===== config.mk =====
export PLATFORM = sky130hd
export DESIGN_NAME = dks_cell
export DESIGN_NICKNAME = d
export VERILOG_FILES = /design/src/rtl/core/deadband_keyframe_selector_assert.svh /design/src/rtl/core/dks_pkg.sv /design/src/rtl/core/dks_cell.sv
export SDC_FILE = /design/constraint.sdc
export NUM_CORES = 1
export LEC_CHECK = 0
export ABC_AREA = 0
export BUFFER_PORTS_ARGS = -buffer_cell sky130_fd_sc_hd__buf_2
export CAP_MARGIN = 20
export CORE_ASPECT_RATIO = 1.2
export CORE_UTILIZATION = 58
export CTS_CLUSTER_SIZE = 40
export DETAILED_ROUTE_END_ITERATION = 16
export PLACE_DENSITY = 0.88
export SLEW_MARGIN = 20
export SYNTH_ARGS = -nofsm -noshare
export SYNTH_HDL_FRONTEND = slang
export SYNTH_SLANG_ARGS = --single-unit

===== constraint.sdc =====
create_clock -name clk -period 5.4 [get_ports clk]
set_clock_uncertainty 0.05 [all_clocks]
set_input_delay 0.27 -clock clk [delete_from_list [all_inputs] [get_ports clk]]
set_output_delay 0.27 -clock clk [all_outputs]
set_load 0.005 [all_outputs]

===== src/rtl/core/deadband_keyframe_selector_assert.svh =====
// Assertion macros shared by the deadband keyframe selector RTL.
`ifndef DEADBAND_KEYFRAME_SELECTOR_ASSERT_SVH
`define DEADBAND_KEYFRAME_SELECTOR_ASSERT_SVH
`ifndef NO_ASSERTIONS
// Same-cycle implication, checked outside reset.
`define DKS_ASSERT_NOW(lbl, ante, cons) \
  lbl: assert property (@(posedge clk) disable iff (!rst_n) (ante) |-> (cons)) \
    else $error("dks: same-cycle check failed");
// Next-cycle implication, checked outside reset.
`define DKS_ASSERT_NEXT(lbl, ante, cons) \
  lbl: assert property (@(posedge clk) disable iff (!rst_n) (ante) |=> (cons)) \
    else $error("dks: next-cycle check failed");
`else
`define DKS_ASSERT_NOW(lbl, ante, cons)
`define DKS_ASSERT_NEXT(lbl, ante, cons)
`endif
`endif


===== src/rtl/core/dks_pkg.sv =====
// Shared types and constants of the deadband keyframe selector.
package dks_pkg;

  localparam int EPS_W = 15;
  localparam int CNT_W = 7;
  localparam int IDX_W = 16;
  localparam int CFG_W = 64;

  localparam logic [EPS_W-1:0] EPS_RST    = 15'd164;
  localparam logic [CFG_W-1:0] ENABLE_RST = {CFG_W{1'b1}};
  localparam logic [CNT_W-1:0] COUNT_RST  = 7'd52;
  localparam logic [CNT_W-1:0] POS_MAX    = {CNT_W{1'b1}};
  localparam logic [IDX_W-1:0] IDX_MAX    = {IDX_W{1'b1}};

  // Configuration register indexes.
  typedef enum logic [1:0] {
    CFG_EPSILON = 2'd0,
    CFG_ENABLE  = 2'd1,
    CFG_COUNT   = 2'd2
  } cfg_reg_t;

  // Control broadcast from the sequencer to every channel cell.
  typedef struct packed {
    logic accept;     // an input beat is taken this cycle
    logic frame_end;  // that beat closes the frame
    logic in_range;   // current position is below the channel count
    logic commit;     // frame closes as a key frame
    logic clear;      // clip closes: committed values return to -1.0
  } cell_ctrl_t;

endpackage


===== src/rtl/core/dks_cell.sv =====
// One channel cell: committed and pending weight, change compare, position token.
module dks_cell #(
  parameter int  WEIGHT_BITS = 16,
  parameter bit  FIRST_CELL  = 1'b0
) (
  input  logic                          clk,
  input  logic                          rst_n,
  input  dks_pkg::cell_ctrl_t           ctrl,
  input  logic                          en_i,
  input  logic [dks_pkg::EPS_W-1:0]     epsilon_i,
  input  logic signed [WEIGHT_BITS-1:0] weight_i,
  input  logic                          tok_i,
  output logic                          tok_o,
  output logic                          hit_o
);

  localparam int CMP_W = (WEIGHT_BITS + 1 > dks_pkg::EPS_W) ? WEIGHT_BITS + 1
                                                             : dks_pkg::EPS_W;
  localparam logic [WEIGHT_BITS-1:0] MINUS_ONE = {2'b11, {(WEIGHT_BITS-2){1'b0}}};

  logic                          tok_r, tok_nxt;
  logic                          pvalid_r, pvalid_nxt;
  logic signed [WEIGHT_BITS-1:0] last_r, last_nxt;
  logic signed [WEIGHT_BITS-1:0] pend_r;
  logic                          sel;
  logic signed [WEIGHT_BITS:0]   diff;
  logic [WEIGHT_BITS:0]          absd;

  // This cell owns the current beat when it holds the token, is enabled and the position is in range.
  assign sel = ctrl.accept & ctrl.in_range & tok_r & en_i;

  // Distance to the committed value, compared against the threshold.
  always_comb begin
    diff = {weight_i[WEIGHT_BITS-1], weight_i} - {last_r[WEIGHT_BITS-1], last_r};
    absd = diff[WEIGHT_BITS] ? (WEIGHT_BITS+1)'(-diff) : (WEIGHT_BITS+1)'(diff);
  end
  assign hit_o = sel & (CMP_W'(absd) >= CMP_W'(epsilon_i));
  assign tok_o = tok_r;

  // Token shifts one cell per beat and restarts at the first cell on frame end.
  always_comb begin
    tok_nxt = tok_r;
    if (ctrl.accept) begin
      tok_nxt = ctrl.frame_end ? FIRST_CELL : tok_i;
    end
  end

  // Pending valid is cleared at each frame end.
  always_comb begin
    pvalid_nxt = pvalid_r;
    if (ctrl.accept && ctrl.frame_end) begin
      pvalid_nxt = 1'b0;
    end else if (sel) begin
      pvalid_nxt = 1'b1;
    end
  end

  // Commit the frame's weight on a key frame; the clip end restores -1.0.
  always_comb begin
    last_nxt = last_r;
    priority if (ctrl.clear) begin
      last_nxt = MINUS_ONE;
    end else if (ctrl.commit && sel) begin
      last_nxt = weight_i;
    end else if (ctrl.commit && pvalid_r) begin
      last_nxt = pend_r;
    end else begin
      last_nxt = last_r;
    end
  end

  always_ff @(posedge clk) begin
    if (!rst_n) begin
      tok_r    <= FIRST_CELL;
      pvalid_r <= 1'b0;
      last_r   <= MINUS_ONE;
    end else begin
      tok_r    <= tok_nxt;
      pvalid_r <= pvalid_nxt;
      last_r   <= last_nxt;
    end
  end

  // Pending weight needs no reset; it is read only when pending valid is set.
  always_ff @(posedge clk) begin
    if (sel) begin
      pend_r <= weight_i;
    end
  end

endmodule

==> results.md, run 1 <==
* Pre-CTS WS at 0.604 ns
* ANT nets after route at 0
* Leak at 1.39 nW
* Crit Path Category: reg -> out
* Clk sinks at 34
* Resize count post-CTS at 0
* TritonCTS clock tree: done
* Hold_buf cts at 0
* CTS buffer count at 5
* Vias in the first global route at 2584
* Antenna violations before repair at 0
* Maximum net fanout on the critical path at 11
* Ys flop type: dfxtp_1
* Worst flop-to-flop path endpoint: last_r[4]
* Final worst slack at 0.489 ns
* CP delay by family, top: compound AO/OA/AOI/OAI gates
* DR iter-0 viols at 261
* Share of the synthesized area in the top cell type at 16.3%
* # setup viols final at 0
* Post-synthesis to final-layout area growth at 11.3%
* DRC viols at 0
* # rows at 28
* Fin crit share at 90.9%
* Setup crit end: hit_o
* Slew Limit Fails at 0
* Top-level I/O count at 42
* Worst setup startpoint: last_r[0]
* DP Wirelength at 5080 um
* Final Hold Fails at 0
* Slowest CP cell: o311ai_1
* Stages on worst setup path at 20
* RSZ-0062 raised after global routing: no
* IO Port Bufs at 41
* Worst-Skew Late Latency at 0.28 ns
* Final antenna diode count at 0
* Die area at 0.00538 mm2
* Worst R2R Path Depth at 6
* Peak Freq at 204 MHz
* Worst r2r src: tok_o
* Slew @ Worst Pin at 0.961 ns
* Clk pwr share at 29.1%
* Sw power at 0.207 mW
* Final total power at 0.669 mW
* Nets at 470
* Startpoint types: flip-flop
* Crit path time final at 4.91 ns
* Pwr per Cell Area at 204 mW/mm2
* Initial Util at 60.2%
* Slew headroom at 35.8%
* Core ar. at 0.00490 mm2
* EDFF count, synth at 16
* Buffer levels on the longest clock path at 2
* GR Overflow Total at 0
* Max Cap Violations at 0
* Distinct cells, synth at 57
* Post-synth ARST share at 0%
* Sequential area share after synthesis at 28.5%
* P_int at 0.462 mW
* Yosys warning count at 0
* Comb pwr share at 30.4%
* CP bufs+invs at 2
* H-Tree Depth at 2
* Most Frequent Cell on Critical Path: ha_1
* Area leader, netlist: edfxtp_1
* Root Driver: clkbuf_8
* Synth top area cells: edfxtp_1 16%, ha_1 14%, dfxtp_1 12%
* CP Capture Type: primary output
* Drt pass-1 iters at 5
* WP data required at 5.08 ns
* Drt total wl at 6740 um
* Area of the mapped netlist at 0.00295 mm2
* Post-CTS Setup Bufs at 0
* Pin count of the biggest net entering global routing at 32
* Placer congestion estimate at 0.945
* Share of power burned in registers at 40.6%
* Mapped Nets at 434
* Share of post-route cells with drive strength above 1 at 15.8%
* Switching part of the total at 31.0%
* Arr. time, crit path at 4.59 ns
* CP cell instances: ha_1, fa_1, nand2b_1, a211oi_2, o21ai_1, o311ai_1, a221o_2, buf_4, a31oi_1, xnor2_1, ha_1, a21oi_1, nor2b_1, o21ai_0, a211o_1, a41o_1, and3b_1, o211a_1, nor3_1, buf_2
* Die Y at 80.2 um
* Wirelength per Cell at 14.7 um
* DR vias at 2747
* Chip Width at 67.1 um
* Syn Area/Cell at 8.18 um2
* Routed vias/inst at 6.00
* Synth Register Bits at 34
* Worst R2R Setup Slack at 3.14 ns
* VDD IR max at 90.6 uV
* Cells after Synth at 361
* Hold Path Class: in -> reg
* TNS Setup at 0 ns
* Status: finished clean
* Crit-path max cell delay at 0.43 ns
* First-pass GRT wire length at 11200 um
* Tot GR Track Use at 26.6%
* CTS clk-pin slew, worst paths at 0.07 ns
power by group through the flow:
stage / Clock, mW / Sequential [mW] / Combinational, mW
2_1_floorplan: 0 / 0.277 / 0.147
3_3_place_gp: 0 / 0.277 / 0.192
3_5_place_dp: 0 / 0.277 / 0.199
4_1_cts: 0.195 / 0.271 / 0.201
5_1_grt: 0.207 / 0.271 / 0.226
6_report: 0.194 / 0.271 / 0.203
stage by stage:
step / hold slack, ns / cell area, um2 / util [%] / std cells
after floorplan: 0.319 / 2950 / - / 361
after global placement: 0.419 / 3190 / 65.1 / 450
after detailed placement: 0.426 / 3190 / 65.1 / 450
after CTS: 0.136 / 3290 / 67.0 / 458
after global routing: 0.134 / 3290 / 67.0 / 458
final: 0.141 / 3290 / 67.0 / 458
registers in the layout (all words and copies together) (netlist names):
name	flops
tok_o	1
pend_r	16
last_r	16
pvalid_r	1
how the worst min path moves through the flow:
stage | depth (start not counted) | to | slack, ns | startpoint
6_report | 1 | pend_r[0] | 0.14 | weight_i[0]
5_1_grt | 1 | pend_r[3] | 0.13 | weight_i[3]
4_1_cts | 1 | pend_r[0] | 0.14 | weight_i[0]
3_5_place_dp | 1 | pend_r[0] | 0.43 | weight_i[0]
3_3_place_gp | 2 | last_r[14] | 0.42 | last_r[14]
2_1_floorplan | 0 | pend_r[0] | 0.32 | weight_i[0]
metal layers:
metal	part of all wire [%]	GRT usage (%)	wire length, um
met5	0	0	0
met4	2.1	11.1	140
met3	3.8	3.84	253
met2	49	44.6	3310
met1	45	33.4	3040
logic make-up after synthesis:
| kind of cell | count (synthesis) | synth area share [%] |
|---|---|---|
| multiplexers | 1 | 0.339 |
| adder cells (fa/ha/maj) | 33 | 14.2 |
| flip-flops | 34 | 28.5 |
| XOR/XNOR | 21 | 6.23 |
| buffers and inverters | 53 | 6.91 |
| AND/OR/NAND/NOR | 104 | 19.7 |
| AO/OA/AOI/OAI | 115 | 24.2 |
synthesized netlist by cell type (9+ instances only):
| cell type | number |
|---|---|
| o21ai_0 | 37 |
| nand2_1 | 20 |
| clkbuf_1 | 11 |
| xnor2_1 | 17 |
| dfxtp_1 | 18 |
| a21oi_1 | 35 |
| edfxtp_1 | 16 |
| nand3_1 | 9 |
| ha_1 | 32 |
| nor2_1 | 22 |
| nand3b_1 | 18 |
| inv_1 | 39 |
final cells by class:
cell class,instances,area [um2]
multi-input combinational,274,1910
fill,399,1620
sequential,34,841
timing repair buffer,43,220
inverter,39,146
clock buffer,6,82.6
tap,60,75.1
clock inverter,2,12.5
cell usage in the layout, fill, tap and decap left out, types with 5 or more instances in the layout:
cell,Yosys,layout
nor2b_1,6,6
xnor2_1,17,17
edfxtp_1,16,16
o21ai_1,5,5
nand3_1,9,9
clkbuf_8,0,6
buf_2,1,41
ha_1,32,32
inv_1,39,39
nor2_1,22,22
dfxtp_1,18,18
nand3b_1,18,18
a21oi_1,35,35
o21ai_0,37,37
nand2_1,20,20
nor3_1,6,6
Power figures use the tool's default switching activity.
==> run 2, diff against run 1 <==
--- a/config.mk
+++ b/config.mk
@@ -5,14 +5,14 @@
 export SDC_FILE = /design/constraint.sdc
 export NUM_CORES = 1
 export LEC_CHECK = 0
-export ABC_AREA = 0
 export BUFFER_PORTS_ARGS = -buffer_cell sky130_fd_sc_hd__buf_2
 export CAP_MARGIN = 20
 export CORE_ASPECT_RATIO = 1.2
-export CORE_UTILIZATION = 58
+export CORE_UTILIZATION = 47
 export CTS_CLUSTER_SIZE = 40
 export DETAILED_ROUTE_END_ITERATION = 16
-export PLACE_DENSITY = 0.88
+export GPL_TIMING_DRIVEN = 0
+export PLACE_DENSITY = 0.75
 export SLEW_MARGIN = 20
 export SYNTH_ARGS = -nofsm -noshare
 export SYNTH_HDL_FRONTEND = slang
==> run 2 against run 1 <==
Effect of this change:
- final area increased by 3.4%
- highest routed layer unchanged
- hold slack improved by 0.0035 ns
- largest cell class unchanged
- critical path depth unchanged
==> results.md, run 2 (synthesis results as in run 1) <==
* Top-level I/O count at 42 (unchanged)
* # rows at 31 (was 28)
* Crit path time final at 5.04 ns (was 4.91 ns)
* Routed vias/inst at 5.55 (was 6.00)
* Slew headroom at 40.3% (was 35.8%)
* Pin count of the biggest net entering global routing at 23 (was 32)
* H-Tree Depth at 2 (unchanged)
* DRC viols at 0 (unchanged)
* CP Capture Type: primary output (unchanged)
* Commonest non-fill, non-tap cell in the layout: buf_2 (unchanged)
* DR vias at 2735 (was 2747)
* Wirelength per Cell at 13.6 um (was 14.7 um)
* RSZ-0062 raised after global routing: no (unchanged)
* Vias in the first global route at 2578 (was 2584)
* Crit Path Category: reg -> out (unchanged)
* Antenna violations before repair at 0 (unchanged)
* Final antenna diode count at 0 (unchanged)
* Final Hold Fails at 0 (unchanged)
* ANT nets after route at 0 (unchanged)
* Slew @ Worst Pin at 0.895 ns (was 0.961 ns)
* Slew Limit Fails at 0 (unchanged)
* Nets at 483 (was 470)
* VDD IR max at 108 uV (was 90.6 uV)
* Pwr per Cell Area at 211 mW/mm2 (was 204 mW/mm2)
* WP data required at 5.08 ns (about the same)
* Hold Path Class: in -> reg (unchanged)
* Worst-Skew Late Latency at 0.29 ns (was 0.28 ns)
* Chip Width at 74.4 um (was 67.1 um)
* Share of post-route cells with drive strength above 1 at 15.8% (about the same)
* Final total power at 0.716 mW (was 0.669 mW)
* Drt total wl at 6690 um (was 6740 um)
* Hold WS at 0.144 ns (was 0.141 ns)
* Root Driver: clkbuf_8 (unchanged)
* DP Wirelength at 5140 um (was 5080 um)
* CTS buffer count at 5 (unchanged)
* Final instance area at 0.00340 mm2 (was 0.00329 mm2)
* Leak at 1.43 nW (was 1.39 nW)
* Arr. time, crit path at 4.72 ns (was 4.59 ns)
* Status: finished clean (unchanged)
* Peak Freq at 199 MHz (was 204 MHz)
* Hold_buf cts at 0 (unchanged)
* Initial Util at 48.8% (was 60.2%)
* Tot GR Track Use at 21.7% (was 26.6%)
* Maximum net fanout on the critical path at 10 (was 11)
* Core ar. at 0.00605 mm2 (was 0.00490 mm2)
* Buffer levels on the longest clock path at 2 (unchanged)
* Finished Core Util at 56.2% (was 67.0%)
* DP Area at 0.00326 mm2 (was 0.00319 mm2)
* IO Port Bufs at 40 (was 41)
* # setup viols final at 0 (unchanged)
* Most frequent cells in the layout: 41 x buf_2, 39 x inv_1, 37 x o21ai_0, 35 x a21oi_1, 32 x ha_1 (unchanged)
* Fin crit share at 93.3% (was 90.9%)
* Biggest regs: last_r (16), pend_r (16) (unchanged)
* Max Cap Violations at 0 (unchanged)
* Clk sinks at 34 (unchanged)
* Startpoint types: flip-flop (unchanged)
* TNS Setup at 0 ns (unchanged)
* Post-synthesis to final-layout area growth at 15.1% (was 11.3%)
* DR iter-0 viols at 215 (was 261)
* GR Overflow Total at 0 (unchanged)
* Die area at 0.00660 mm2 (was 0.00538 mm2)
* Die Y at 88.8 um (was 80.2 um)
* Placer congestion estimate at 0.846 (was 0.945)
* CTS clk-pin slew, worst paths at 0.07 ns (about the same)
* TritonCTS clock tree: done (unchanged)
* Drt pass-1 iters at 4 (was 5)
* First-pass GRT wire length at 11300 um (was 11200 um)
## run 2: cell types whose count changed in the layout (fill, tap and decap cells not counted)
cell / previous run / this run
clkbuf_1: 0 / 12
buf_1: 0 / 1
buf_4: 2 / 3
bufinv_16: 0 / 1
clkinv_2: 1 / 0
clkinvlp_4: 1 / 0
o21ai_1: 5 / 4
o21ai_2: 0 / 1
o311ai_1: 1 / 0
o311ai_2: 0 / 1
## run 2: through the flow
stage / std cells / setup WS (ns)
after floorplan: 361 / 1.05
after global placement: 483 / 0.324
after detailed placement: 483 / 0.349
after CTS: 491 / 0.120
after global routing: 493 / 0.0158
final: 493 / 0.363
## run 2: timing repair
action                                  4_1_cts  5_1_grt
endpoints found under the setup margin        0        1
resized for setup                             0        3
hold endpoints to repair                      0        0
buffers inserted                              0        2
## run 2: path summary, 6_finish.rpt
path | start | endpoint | slack [ns] | depth (start not counted)
setup / recovery | last_r[0] | hit_o | 0.36 | 20
hold / removal | weight_i[3] | pend_r[3] | 0.14 | 1
setup reg to reg | tok_o | last_r[10] | 3.21 | 6
hold reg to reg | last_r[15] | last_r[15] | 0.44 | 2
## run 2: routing by layer
layer | vias to the layer above | part of all wire (%) | GRT usage, %
li1 | 1400 | - | -
met1 | 1244 | 46 | 28.1
met2 | 81 | 48 | 36.9
met3 | 10 | 4.2 | 2.28
met4 | 0 | 1.7 | 8.23
met5 | - | 0 | 0
## run 2: final cells by class
class	count	area, um2
Tap cell	82	103
Multi-Input combinational cell	274	1920
Clock inverter	1	30.0
Clock buffer	7	86.3
Sequential cell	34	841
Timing Repair Buffer	42	215
Inverter	39	146
Buffer	14	57.6
Fill cell	581	2650
## run 2: power breakdown
part | total, mW | internal [mW] | switching, mW | leakage, nW
Combinational | 0.202 | 0.0897 | 0.113 | 1.08
Sequential | 0.271 | 0.271 | 0.000541 | 0.289
Clock | 0.242 | 0.150 | 0.0918 | 0.0585
## run 2: critical path, cell delays in order, from the launching register on
cell	delay (ns)
dfxtp_1	0.33
ha_1	0.20
fa_1	0.39
nand2b_1	0.19
a211oi_2	0.30
o21ai_2	0.16
o311ai_2	0.35
a221o_2	0.28
buf_2	0.23
a21oi_1	0.08
xnor2_1	0.13
ha_1	0.32
a21oi_1	0.07
nor2b_1	0.10
o21ai_0	0.08
a211o_1	0.26
a41o_1	0.27
and3b_1	0.18
o211a_1	0.11
nor3_1	0.24
buf_2	0.16
